$ cat src/rtl/sha1de_pkg.sv
`timescale 1ns / 1ps

package sha1de_pkg;

  // block and chaining value types, word 0 in the lowest slice
  typedef logic [15:0][31:0] block_t;
  typedef logic [4:0][31:0]  chain_t;

  // initial chaining value, h0 in slice 0
  localparam chain_t SHA1_IV = {32'hc3d2e1f0, 32'h10325476, 32'h98badcfe,
                                32'hefcdab89, 32'h67452301};

  // round constants
  localparam logic [31:0] K_R0 = 32'h5a827999;
  localparam logic [31:0] K_R1 = 32'h6ed9eba1;
  localparam logic [31:0] K_R2 = 32'h8f1bbcdc;
  localparam logic [31:0] K_R3 = 32'hca62c1d6;

  // first padding byte
  localparam logic [7:0] PAD_BYTE = 8'h80;

  // round count and counter width
  localparam int ROUNDS = 80;
  localparam int RND_W  = 7;

  // group boundaries of the round functions
  localparam logic [RND_W-1:0] RND_G1 = RND_W'(20);
  localparam logic [RND_W-1:0] RND_G2 = RND_W'(40);
  localparam logic [RND_W-1:0] RND_G3 = RND_W'(60);
  localparam logic [RND_W-1:0] RND_LAST = RND_W'(ROUNDS - 1);

  // last digest word position
  localparam logic [2:0] WORD_LAST = 3'd4;

  // compression unit sequencer
  typedef enum logic [1:0] {
    C_IDLE,
    C_ROUND,
    C_FOLD
  } core_state_t;

  // message sequencer
  typedef enum logic [3:0] {
    ST_IDLE,
    ST_GO_DATA,
    ST_WAIT_DATA,
    ST_PAD,
    ST_GO_P1,
    ST_WAIT_P1,
    ST_GO_LAST,
    ST_WAIT_LAST,
    ST_OUT
  } top_state_t;

  // control into the compression unit
  typedef struct packed {
    logic start;
    logic init;
  } core_ctl_t;

  // status from the compression unit
  typedef struct packed {
    logic busy;
    logic done;
  } core_sts_t;

  // round constant by round number
  function automatic logic [31:0] sha1_k(input logic [RND_W-1:0] t);
    logic [31:0] k;
    priority if (t < RND_G1) k = K_R0;
    else if (t < RND_G2)     k = K_R1;
    else if (t < RND_G3)     k = K_R2;
    else                     k = K_R3;
    return k;
  endfunction

  // round function by round number
  function automatic logic [31:0] sha1_f(input logic [RND_W-1:0] t,
                                         input logic [31:0] b,
                                         input logic [31:0] c,
                                         input logic [31:0] d);
    logic [31:0] f;
    priority if (t < RND_G1) f = (b & c) | (~b & d);
    else if (t < RND_G2)     f = b ^ c ^ d;
    else if (t < RND_G3)     f = (b & c) | (b & d) | (c & d);
    else                     f = b ^ c ^ d;
    return f;
  endfunction

endpackage

$ cat src/rtl/sha1de_core.sv
`timescale 1ns / 1ps

module sha1de_core import sha1de_pkg::*; (
  input  logic      clk,
  input  logic      rst,
  input  core_ctl_t ctl,
  input  block_t    block,
  output core_sts_t sts,
  output chain_t    chain
);

  core_state_t      state, state_next;
  logic [RND_W-1:0] rnd;
  logic [31:0]      a, b, c, d, e;
  block_t           w;
  logic [31:0]      tmp;
  logic [31:0]      w_new;

  // one round of the shared datapath
  always_comb begin
    tmp   = {a[26:0], a[31:27]} + sha1_f(rnd, b, c, d) + e + sha1_k(rnd) + w[0];
    w_new = w[13] ^ w[8] ^ w[2] ^ w[0];
    w_new = {w_new[30:0], w_new[31]};
  end

  // sequencer next state and status
  always_comb begin
    state_next = state;
    unique case (state)
      C_IDLE: begin
        if (ctl.start) state_next = C_ROUND;
      end
      C_ROUND: begin
        if (rnd == RND_LAST) state_next = C_FOLD;
      end
      C_FOLD: begin
        state_next = C_IDLE;
      end
      default: begin
        state_next = C_IDLE;
      end
    endcase
    sts.busy = (state != C_IDLE);
    sts.done = (state == C_FOLD);
  end

  // sequencer state and round counter
  always_ff @(posedge clk) begin
    if (rst) begin
      state <= C_IDLE;
      rnd   <= '0;
    end else begin
      state <= state_next;
      if (state == C_ROUND) rnd <= rnd + RND_W'(1);
      else                  rnd <= '0;
    end
  end

  // chaining words, folded in after the last round
  always_ff @(posedge clk) begin
    if (rst || ctl.init) begin
      chain <= SHA1_IV;
    end else if (state == C_FOLD) begin
      chain[0] <= chain[0] + a;
      chain[1] <= chain[1] + b;
      chain[2] <= chain[2] + c;
      chain[3] <= chain[3] + d;
      chain[4] <= chain[4] + e;
    end
  end

  // working variables and schedule window
  always_ff @(posedge clk) begin
    if (state == C_IDLE && ctl.start) begin
      a <= chain[0];
      b <= chain[1];
      c <= chain[2];
      d <= chain[3];
      e <= chain[4];
      w <= block;
    end else if (state == C_ROUND) begin
      e <= d;
      d <= c;
      c <= {b[1:0], b[31:2]};
      b <= a;
      a <= tmp;
      w <= {w_new, w[15:1]};
    end
  end

  // round counter is cleared by every cycle outside the round phase
  assert property (@(posedge clk) disable iff (rst)
    (state != C_ROUND) |=> (rnd == '0))
    else $error("round counter not cleared");

  // fold comes right after the last round
  assert property (@(posedge clk) disable iff (rst)
    sts.done |-> ($past(state) == C_ROUND && $past(rnd) == RND_LAST))
    else $error("fold without the last round");

  // done is a single cycle pulse
  assert property (@(posedge clk) disable iff (rst)
    sts.done |=> !sts.done)
    else $error("done held longer than one cycle");

endmodule

$ cat src/rtl/sha1_digest_engine_unit.sv
`timescale 1ns / 1ps

// SHA-1 digest engine.
// Input stream: one transaction per message byte. s_axis_tdata carries the byte,
// s_axis_tuser says whether the byte is present, s_axis_tlast ends the message.
// A transaction with tlast and no byte finishes the message (or hashes an empty one).
// Output stream: five transactions per message, digest word 0 (most significant)
// first; m_axis_tuser carries the word position, m_axis_tlast marks the fifth word.
// Input bytes are taken only while the engine is idle; every 64th byte starts a
// compression (start, rounds, fold) during which s_axis_tready is low. Its length
// is set by the single round unit doing one round per cycle.
// Finishing a message takes a pad step and one or two compressions before the
// first digest word shows; each word then waits for m_axis_tready and the engine
// holds everything while the receiver stalls.
// After the fifth word is taken the chaining words go back to the initial value
// and input is taken again on the next cycle. Reset (rst, synchronous) does the
// same and drops any partial message.

module sha1_digest_engine_unit import sha1de_pkg::*; (
  input  logic        clk,
  input  logic        rst,
  input  logic        s_axis_tvalid,
  output logic        s_axis_tready,
  input  logic [7:0]  s_axis_tdata,   // [7:0] data_byte
  input  logic [0:0]  s_axis_tuser,   // [0] has_byte
  input  logic        s_axis_tlast,   // final_req
  output logic        m_axis_tvalid,
  input  logic        m_axis_tready,
  output logic [31:0] m_axis_tdata,   // [31:0] digest_word
  output logic [2:0]  m_axis_tuser,   // [2:0] word_index
  output logic        m_axis_tlast    // last_word
);

  top_state_t  state, state_next;
  logic [60:0] byte_cnt;
  logic [5:0]  pos;
  logic [3:0]  lim;
  logic        two_blk;
  logic        fin_pend;
  logic [2:0]  out_idx;
  logic [31:0] bufw [16];
  logic        in_acc, out_acc;
  logic        wr_en;
  logic [7:0]  wr_byte;
  logic [63:0] bit_len;
  logic        full, zero_all, use_len;
  block_t      view;
  core_ctl_t   core_ctl;
  core_sts_t   core_sts;
  chain_t      chain;

  assign pos     = byte_cnt[5:0];
  assign bit_len = {byte_cnt, 3'b000};
  assign in_acc  = s_axis_tvalid && s_axis_tready;
  assign out_acc = m_axis_tvalid && m_axis_tready;

  // block presented to the compression unit
  always_comb begin
    full     = (state == ST_GO_DATA);
    use_len  = (state == ST_GO_LAST);
    zero_all = use_len && two_blk;
    for (int i = 0; i < 16; i++) begin
      if (full || (!zero_all && (4'(i) <= lim))) view[i] = bufw[i];
      else                                       view[i] = '0;
    end
    if (use_len) begin
      view[14] = bit_len[63:32];
      view[15] = bit_len[31:0];
    end
  end

  // message sequencer next state and handshakes
  always_comb begin
    state_next     = state;
    s_axis_tready  = (state == ST_IDLE);
    m_axis_tvalid  = (state == ST_OUT);
    core_ctl.start = (state == ST_GO_DATA) || (state == ST_GO_P1) ||
                     (state == ST_GO_LAST);
    core_ctl.init  = out_acc && (out_idx == WORD_LAST);
    unique case (state)
      ST_IDLE: begin
        if (in_acc) begin
          if (s_axis_tuser[0] && pos == 6'd63) state_next = ST_GO_DATA;
          else if (s_axis_tlast)              state_next = ST_PAD;
        end
      end
      ST_GO_DATA: state_next = ST_WAIT_DATA;
      ST_WAIT_DATA: begin
        if (core_sts.done) state_next = fin_pend ? ST_PAD : ST_IDLE;
      end
      ST_PAD: state_next = (pos >= 6'd56) ? ST_GO_P1 : ST_GO_LAST;
      ST_GO_P1: state_next = ST_WAIT_P1;
      ST_WAIT_P1: begin
        if (core_sts.done) state_next = ST_GO_LAST;
      end
      ST_GO_LAST: state_next = ST_WAIT_LAST;
      ST_WAIT_LAST: begin
        if (core_sts.done) state_next = ST_OUT;
      end
      ST_OUT: begin
        if (out_acc && out_idx == WORD_LAST) state_next = ST_IDLE;
      end
      default: state_next = ST_IDLE;
    endcase
  end

  // sequencer state, byte count and output position
  always_ff @(posedge clk) begin
    if (rst) begin
      state    <= ST_IDLE;
      byte_cnt <= '0;
      fin_pend <= 1'b0;
      out_idx  <= '0;
    end else begin
      state <= state_next;
      if (in_acc) begin
        fin_pend <= s_axis_tlast;
        if (s_axis_tuser[0]) byte_cnt <= byte_cnt + 61'd1;
      end
      if (out_acc) begin
        if (out_idx == WORD_LAST) begin
          out_idx  <= '0;
          byte_cnt <= '0;
        end else begin
          out_idx <= out_idx + 3'd1;
        end
      end
    end
  end

  // pad bookkeeping
  always_ff @(posedge clk) begin
    if (state == ST_PAD) begin
      two_blk <= (pos >= 6'd56);
      lim     <= pos[5:2];
    end
  end

  // byte packing, a byte in lane 0 clears the rest of its word
  assign wr_en   = (in_acc && s_axis_tuser[0]) || (state == ST_PAD);
  assign wr_byte = (state == ST_PAD) ? PAD_BYTE : s_axis_tdata;

  always_ff @(posedge clk) begin
    if (wr_en) begin
      unique case (pos[1:0])
        2'd0: bufw[pos[5:2]]        <= {wr_byte, 24'h000000};
        2'd1: bufw[pos[5:2]][23:16] <= wr_byte;
        2'd2: bufw[pos[5:2]][15:8]  <= wr_byte;
        2'd3: bufw[pos[5:2]][7:0]   <= wr_byte;
        default: ;
      endcase
    end
  end

  // shared round unit with chaining words
  sha1de_core u_core (
    .clk   (clk),
    .rst   (rst),
    .ctl   (core_ctl),
    .block (view),
    .sts   (core_sts),
    .chain (chain)
  );

  // digest words straight from the chaining registers
  assign m_axis_tdata = chain[out_idx];
  assign m_axis_tuser = out_idx;
  assign m_axis_tlast = (out_idx == WORD_LAST);

  // input and output never open at once
  assert property (@(posedge clk) disable iff (rst)
    !(s_axis_tready && m_axis_tvalid))
    else $error("input and output open together");

  // a compression is launched only on an idle unit
  assert property (@(posedge clk) disable iff (rst)
    core_ctl.start |-> !core_sts.busy)
    else $error("compression started while busy");

  // a digest word position never passes the last word
  assert property (@(posedge clk) disable iff (rst)
    out_acc |-> (out_idx <= WORD_LAST))
    else $error("digest word position out of range");

endmodule
$ cat config.mk
export PLATFORM = sky130hd
export DESIGN_NAME = sha1_digest_engine_unit
export DESIGN_NICKNAME = d
export VERILOG_FILES = /design/src/rtl/sha1de_pkg.sv /design/src/rtl/sha1de_core.sv /design/src/rtl/sha1_digest_engine_unit.sv
export SDC_FILE = /design/constraint.sdc
export NUM_CORES = 2
export LEC_CHECK = 0
export ABC_AREA = 1
export ABC_CLOCK_PERIOD_IN_PS = 19300
export BUFFER_PORTS_ARGS = -buffer_cell sky130_fd_sc_hd__buf_2
export CORE_AREA = 2 2 593 359
export CTS_BUF_LIST = sky130_fd_sc_hd__clkbuf_16
export DETAILED_ROUTE_END_ITERATION = 16
export DIE_AREA = 0 0 595 361
export GPL_TIMING_DRIVEN = 0
export PLACE_DENSITY = 0.53
export SLEW_MARGIN = 20
export SYNTH_ARGS = -nofsm -noshare
export SYNTH_HDL_FRONTEND = slang
export SYNTH_SLANG_ARGS = --single-unit
$ cat constraint.sdc
create_clock -name clk -period 19.3 [get_ports clk]
set_clock_uncertainty 0.1 [all_clocks]
set_input_delay 2.895 -clock clk [delete_from_list [all_inputs] [get_ports clk]]
set_output_delay 2.895 -clock clk [all_outputs]
set_load 0.05 [all_outputs]
# Word-level counts from Yosys, hierarchy flattened
# Memory sizes are Yosys's and may differ from the RTL's.
# Cells that the tools add are included.
# op_classes
addsub	12
magnitude_cmp	21
eq_ne	24
mux	71
n_bitwise	17
n_reduce_logical	51
# ops
op	n
$mux W32	32
$mux W512	2
$add A32 B32 Y32	9
$mux W61	4
$xor A32 B32 Y32	5
$and A32 B32 Y32	4
$bmux W32 S3	1
$or A32 B32 Y32	3
$mux W64	1
$add A61 B1 Y61 const B	1
$pmux W4 S9	1
$le A4 B4 Y1 const A	8
$mux W8	4
$not A32 Y32	1
$mux W31	1
$mux W4	7
$logic_and A1 B1 Y1	23
$logic_or A1 B1 Y1	20
$eq A4 B3 Y1 const B	4
$le A3 B4 Y1 const A	4
$lt A7 B6 Y1 const B	2
$mux W1	12
$eq A4 B2 Y1 const B	2
$le A1 B4 Y1 const A	2
other kinds (28)	43
# word_totals
ff_bits	915
ramBits	512
in_bits	14
out_inout_bits	38
memories	1
# memory_table
name	depth	width	rd	rd_ports_with_merged_regs	write_ports	line	rtl
bufw	16	32	16	0	1	sha1_digest_engine_unit.sv:41	logic [31:0] bufw [16];

# Logic depth before layout (Yosys ltp)
# depth
depth_word	12
mapped_depth	27
depth_no_buf	26

# Modules after synthesis
# A second synthesis with hierarchy kept.
# unflattened
cells_unflattened	9185
hier_area_um2	77461.8
# modules_own_cells
module	instances	cells_each	area_each_um2
sha1de_core	1	6417	51126.5
sha1_digest_engine_unit	1	2768	26335.3

# Least setup slack after synthesis
# OpenSTA, ideal clock, no wires.
# synth_timing
path_kind	flip-flop to flip-flop
startpoint	register state[1]
endpoint	register u_core.a[0] (enable)
setup_time_ns	4.677
arrival_ns	12.279
required_time_ns	14.523
slack_ns	2.244
path_stages_with_launch	9
n_path_buf	3
path_cell_list	dfxtp_1 inv_1 nand3_2 o21ai_2 nand3_2 buf_4 buf_2 clkbuf_1 nand2_1
# synth_between
elab_chain_len	5
word_cells_on_any_way	7
classes_between	3 x eq/ne; 4 x reduce/logical
# synth_rtl
element	line	rtl
start, declared	sha1_digest_engine_unit.sv:34	top_state_t state, state_next;
start signal, assigned	sha1_digest_engine_unit.sv:115	state <= state_next;
$eq A4 B1 Y1 / $eq A4 B3 Y1 (equally long branches)	sha1_digest_engine_unit.sv:77	core_ctl.start = (state == ST_GO_DATA) || (state == ST_GO_P1) ||
$logic_or A1 B1 Y1	sha1_digest_engine_unit.sv:77	
$logic_or A1 B1 Y1 *	sha1_digest_engine_unit.sv:77	
$logic_and A1 B1 Y1 *	sha1de_core.sv:74	if (state == C_IDLE && ctl.start) begin
$reduce_bool A2 Y1 (no source line) *	n/a	
end signal, assigned	sha1de_core.sv:75	a <= chain[0];
end signal, assigned	sha1de_core.sv:86	a <= tmp;
end, declared	sha1de_core.sv:14	logic [31:0] a, b, c, d, e;
# Mark *: on every way between the ends. The rest lies on a longest branch, timed or not.
# A chain may end at the register's enable or synchronous reset.

# Worst setup path in the final report
# layout_timing
startpoint	register u_core.rnd[4]
endpoint	register u_core.a[27], data pin
# layout_between
elab_chain_len	10
word_cells_on_any_way	15
classes_between	4 x add/sub; 3 x order compare; 8 x mux
# layout_rtl
element	line	rtl
start, declared	sha1de_core.sv:13	logic [RND_W-1:0] rnd;
start signal, assigned	sha1de_core.sv:54	if (state == C_ROUND) rnd <= rnd + RND_W'(1);
$lt A7 B6 Y1	sha1de_pkg.sv:72, sha1de_pkg.sv:85	
$mux W32	sha1de_pkg.sv:85	else if (t < RND_G3) f = (b & c) | (b & d) | (c & d);
$mux W32	sha1de_pkg.sv:84	else if (t < RND_G2) f = b ^ c ^ d;
$mux W32	sha1de_pkg.sv:83	priority if (t < RND_G1) f = (b & c) | (~b & d);
$add A32 B32 Y32 (2 in series)	sha1de_core.sv:21	tmp = {a[26:0], a[31:27]} + sha1_f(rnd, b, c, d) + e + sha1_k(rnd) + w[0];
$add A32 B32 Y32 * (2 in series)	sha1de_core.sv:21	
$mux W32 *	sha1de_core.sv:81	end else if (state == C_ROUND) begin
$mux W32 *	sha1de_core.sv:74	
# Mark *: on every way between the ends. The rest lies on a longest branch, timed or not. The select of a mux whose other input is x is not followed.

==> out/qor.txt <==
hold buffers post-CTS - 0
Final Hold Fails - 0
register area share after synthesis - 0.554
die width - 595 um
most frequent cells after synthesis - nand2_1, edfxtp_1, inv_1, o21ai_0, a21oi_1
H-tree levels - 4
warnings from Yosys - 0
cell count after placement - 10565
main combinational cell family by area after synthesis - simple AND/OR/NAND/NOR gates
design area - 82600 sq um
adder and majority gate portion of the synthesized area - 0.0728
hold path startpoint - byte_cnt[3]$_SDFF_PP0_
Final nets - 8315
slew margin rel. - 0.0830
sequential cell area - 40500 sq um
Placer Congestion - 1.07
clk buf depth - 4
syn avg cell area - 9.48 sq um
fin. max-slew vios - 0
number of CTS-inserted buffers - 155
initial core utilization - 0.350
area of the mapped netlist - 73100 sq um
Worst-path clk slew - 0.06 ns
dominant cells by area after synthesis - edfxtp_1, nand2_1, dfxtp_1
post-synthesis mux area share - 0.000137
CTS root buf - clkbuf_16
compound-gate portion of the synthesized area - 0.127
post-synthesis register bit count - 1427
die area - 215000 sq um
via count - 61646
insertion delay to the later sink of the worst-skew pair - 0.83 ns
Final setup viols - 0
Worst-Margin Slew - 1.37 ns
# resized after CTS - 0
cell mode on critical path - nand2_1
total gr overflow - 0
initial antenna violation count - 22
share of the synthesized area in the top cell type - 0.488
Routed WL per cell - 31.0 um
core area - 209000 sq um
post-route ant nets - 0
kind of critical path - register to register
1st-pass router iterations - 8
Hold Slack - 0.352 ns
number of flops mapped to enable cells by yosys - 1189
first-pass GRT wire length - 452 mm
Synth Flop Type - edfxtp_1
area grow syn2layout - 13.0%
Post-CTS Setup Inserts - 0
Slowest cell on crit path - fa_1
Netlist cell types - 58
Async S/R FF share, synth - 0
max-cap violations - 0
CP Max Fanout - 10
synthesized net count - 8072
Data required, critical path - 19.71 ns
CTS tree - built
crit start category - register
Tot GR Track Use - 0.305
Layout fillers - 20904
crit path capture type - register
reg2reg start - u_core.rnd[4]$_SDFF_PP0_
Post-Synth XOR/XNOR Area - 0.0204
top-count cell post-synth - nand2_1
Placed Area - 77700 sq um
1st-iter DRT viols - 10305
die height - 361 um
Routed WL - 336 mm
Vias per Instance - 5.68
area taken by multi-input logic gates - 27900 sq um
row cnt - 130
Synth Instances - 7707
leading area contributor after synthesis - edfxtp_1
worst-path cell chain - nand2_1 -> nand4_1 -> clkinv_1 -> clkbuf_2 -> nor2_2 -> fa_1 -> fa_1 -> inv_1 -> fa_1 -> inv_1 -> ha_1 -> nand2_1 -> nor2_1 -> nand4_1 -> o21ai_0 -> nand2_1 -> nand3_1 -> nand2_1 -> nand3_1 -> o21ai_0
via count of the first global-routing pass - 54394
Worst path max stage delay - 0.95 ns
Period minus WS final - 8.38 ns
largest net degree at the start of global routing - 53
total negative setup slack - 0 ns
share of post-route cells with drive strength above 1 - 0.0615
hold crit path type - register to register
Layout Cells excl Fill - 10852
crit path from - u_core.rnd[4]$_SDFF_PP0_
status - completed
Sink Count - 1427
Remaining DRCs - 0
Detailed Place HPWL - 272 mm
FF-to-FF path depth - 20
Max Freq - 119 MHz
period utilization - 0.434
post-synthesis simple-gate area fraction - 0.159
CP arrival - 8.79 ns
worst hold path stage count - 0
number of port buffers - 49
RSZ-0062 raised after global routing - false
# IOs - 52
-- logic make-up (layout without fill, tap and decap cells) --
| family | after synthesis | count (layout) |
|---|---|---|
| AOI/OAI and AO/OA | 1660 | 1660 |
| xor gates and xnor gates | 170 | 170 |
| adders and majority gates | 351 | 351 |
| buffers and inverters | 1297 | 1657 |
| DFF | 1427 | 1427 |
| muxes | 1 | 1 |
| other | 0 | 13 |
| and+or+nand+nor | 2801 | 2801 |
-- layout make-up --
cell class                      count  share of cell area
Antenna cell                       13            0.000394
Buffer                            283              0.0146
Clock buffer                      159              0.0482
Clock inverter                    115             0.00977
Inverter                         1014              0.0461
Multi-Input combinational cell   4983               0.337
Sequential cell                  1427               0.490
Tap cell                         2772              0.0420
Timing Repair Buffer               86              0.0118
-- through the flow --
stage	util	setup slack, ns
2_1_floorplan	-	2.24
3_3_place_gp	0.368	-9.45
3_5_place_dp	0.372	11.35
4_1_cts	0.395	11.36
5_1_grt	0.395	10.88
6_report	0.395	10.92
-- registers in the layout (all words and copies together), names as in the netlist --
name	count
state	4
lim	4
u_core.d	32
u_core.rnd	7
u_core.chain	160
u_core.a	32
fin_pend	1
u_core.e	32
two_blk	1
u_core.w	512
m_axis_tuser	3
u_core.b	32
u_core.state	2
bufw	512
byte_cnt	61
u_core.c	32
-- layer usage --
metal,up-vias,global-route usage,routed length [um],part of all wire
met3,309,0.159,59200,0.18
met5,-,0.00932,639,0.0019
li1,26690,-,-,-
met2,3876,0.331,108000,0.32
met4,12,0.0479,5230,0.016
met1,30759,0.502,163000,0.48
-- final timing paths --
path         slack (ns)                     end
max               10.92  u_core.a[27]$_DFFE_PP_
min                0.35        lim[1]$_DFFE_PP_
max reg2reg       10.92  u_core.a[27]$_DFFE_PP_
min reg2reg        0.35        lim[1]$_DFFE_PP_
-- worst max-delay path, delay by kind of cell (launching register included) --
| kind | cells | cell delay [ns] |
|---|---|---|
| fa+ha+maj | 4 | 2.44 |
| compound gates | 2 | 0.85 |
| buf+inv | 4 | 1.56 |
| flops | 1 | 0.39 |
| simple gates | 10 | 2.72 |
-- cell usage in the layout, fill, tap and decap left out, types with 27 or more instances in the layout --
cell / count
clkbuf_1: 173
nand4_1: 67
nand2_1: 1630
clkinv_1: 42
nor2_2: 38
nor3_1: 58
o21ai_0: 766
buf_2: 108
o21ai_1: 27
clkbuf_16: 159
clkbuf_2: 33
a22o_1: 32
nand3_1: 411
o211ai_1: 39
o22ai_1: 27
a21oi_1: 566
edfxtp_1: 1189
ha_1: 227
a32o_1: 64
o21bai_1: 31
xnor2_1: 93
nor2_1: 510
dfxtp_1: 238
xor2_1: 77
fa_1: 124
inv_1: 1035
Power is left out: the tool's default activity adds up to more than one toggle a clock period on the data nets, which glitch-free logic cannot reach.
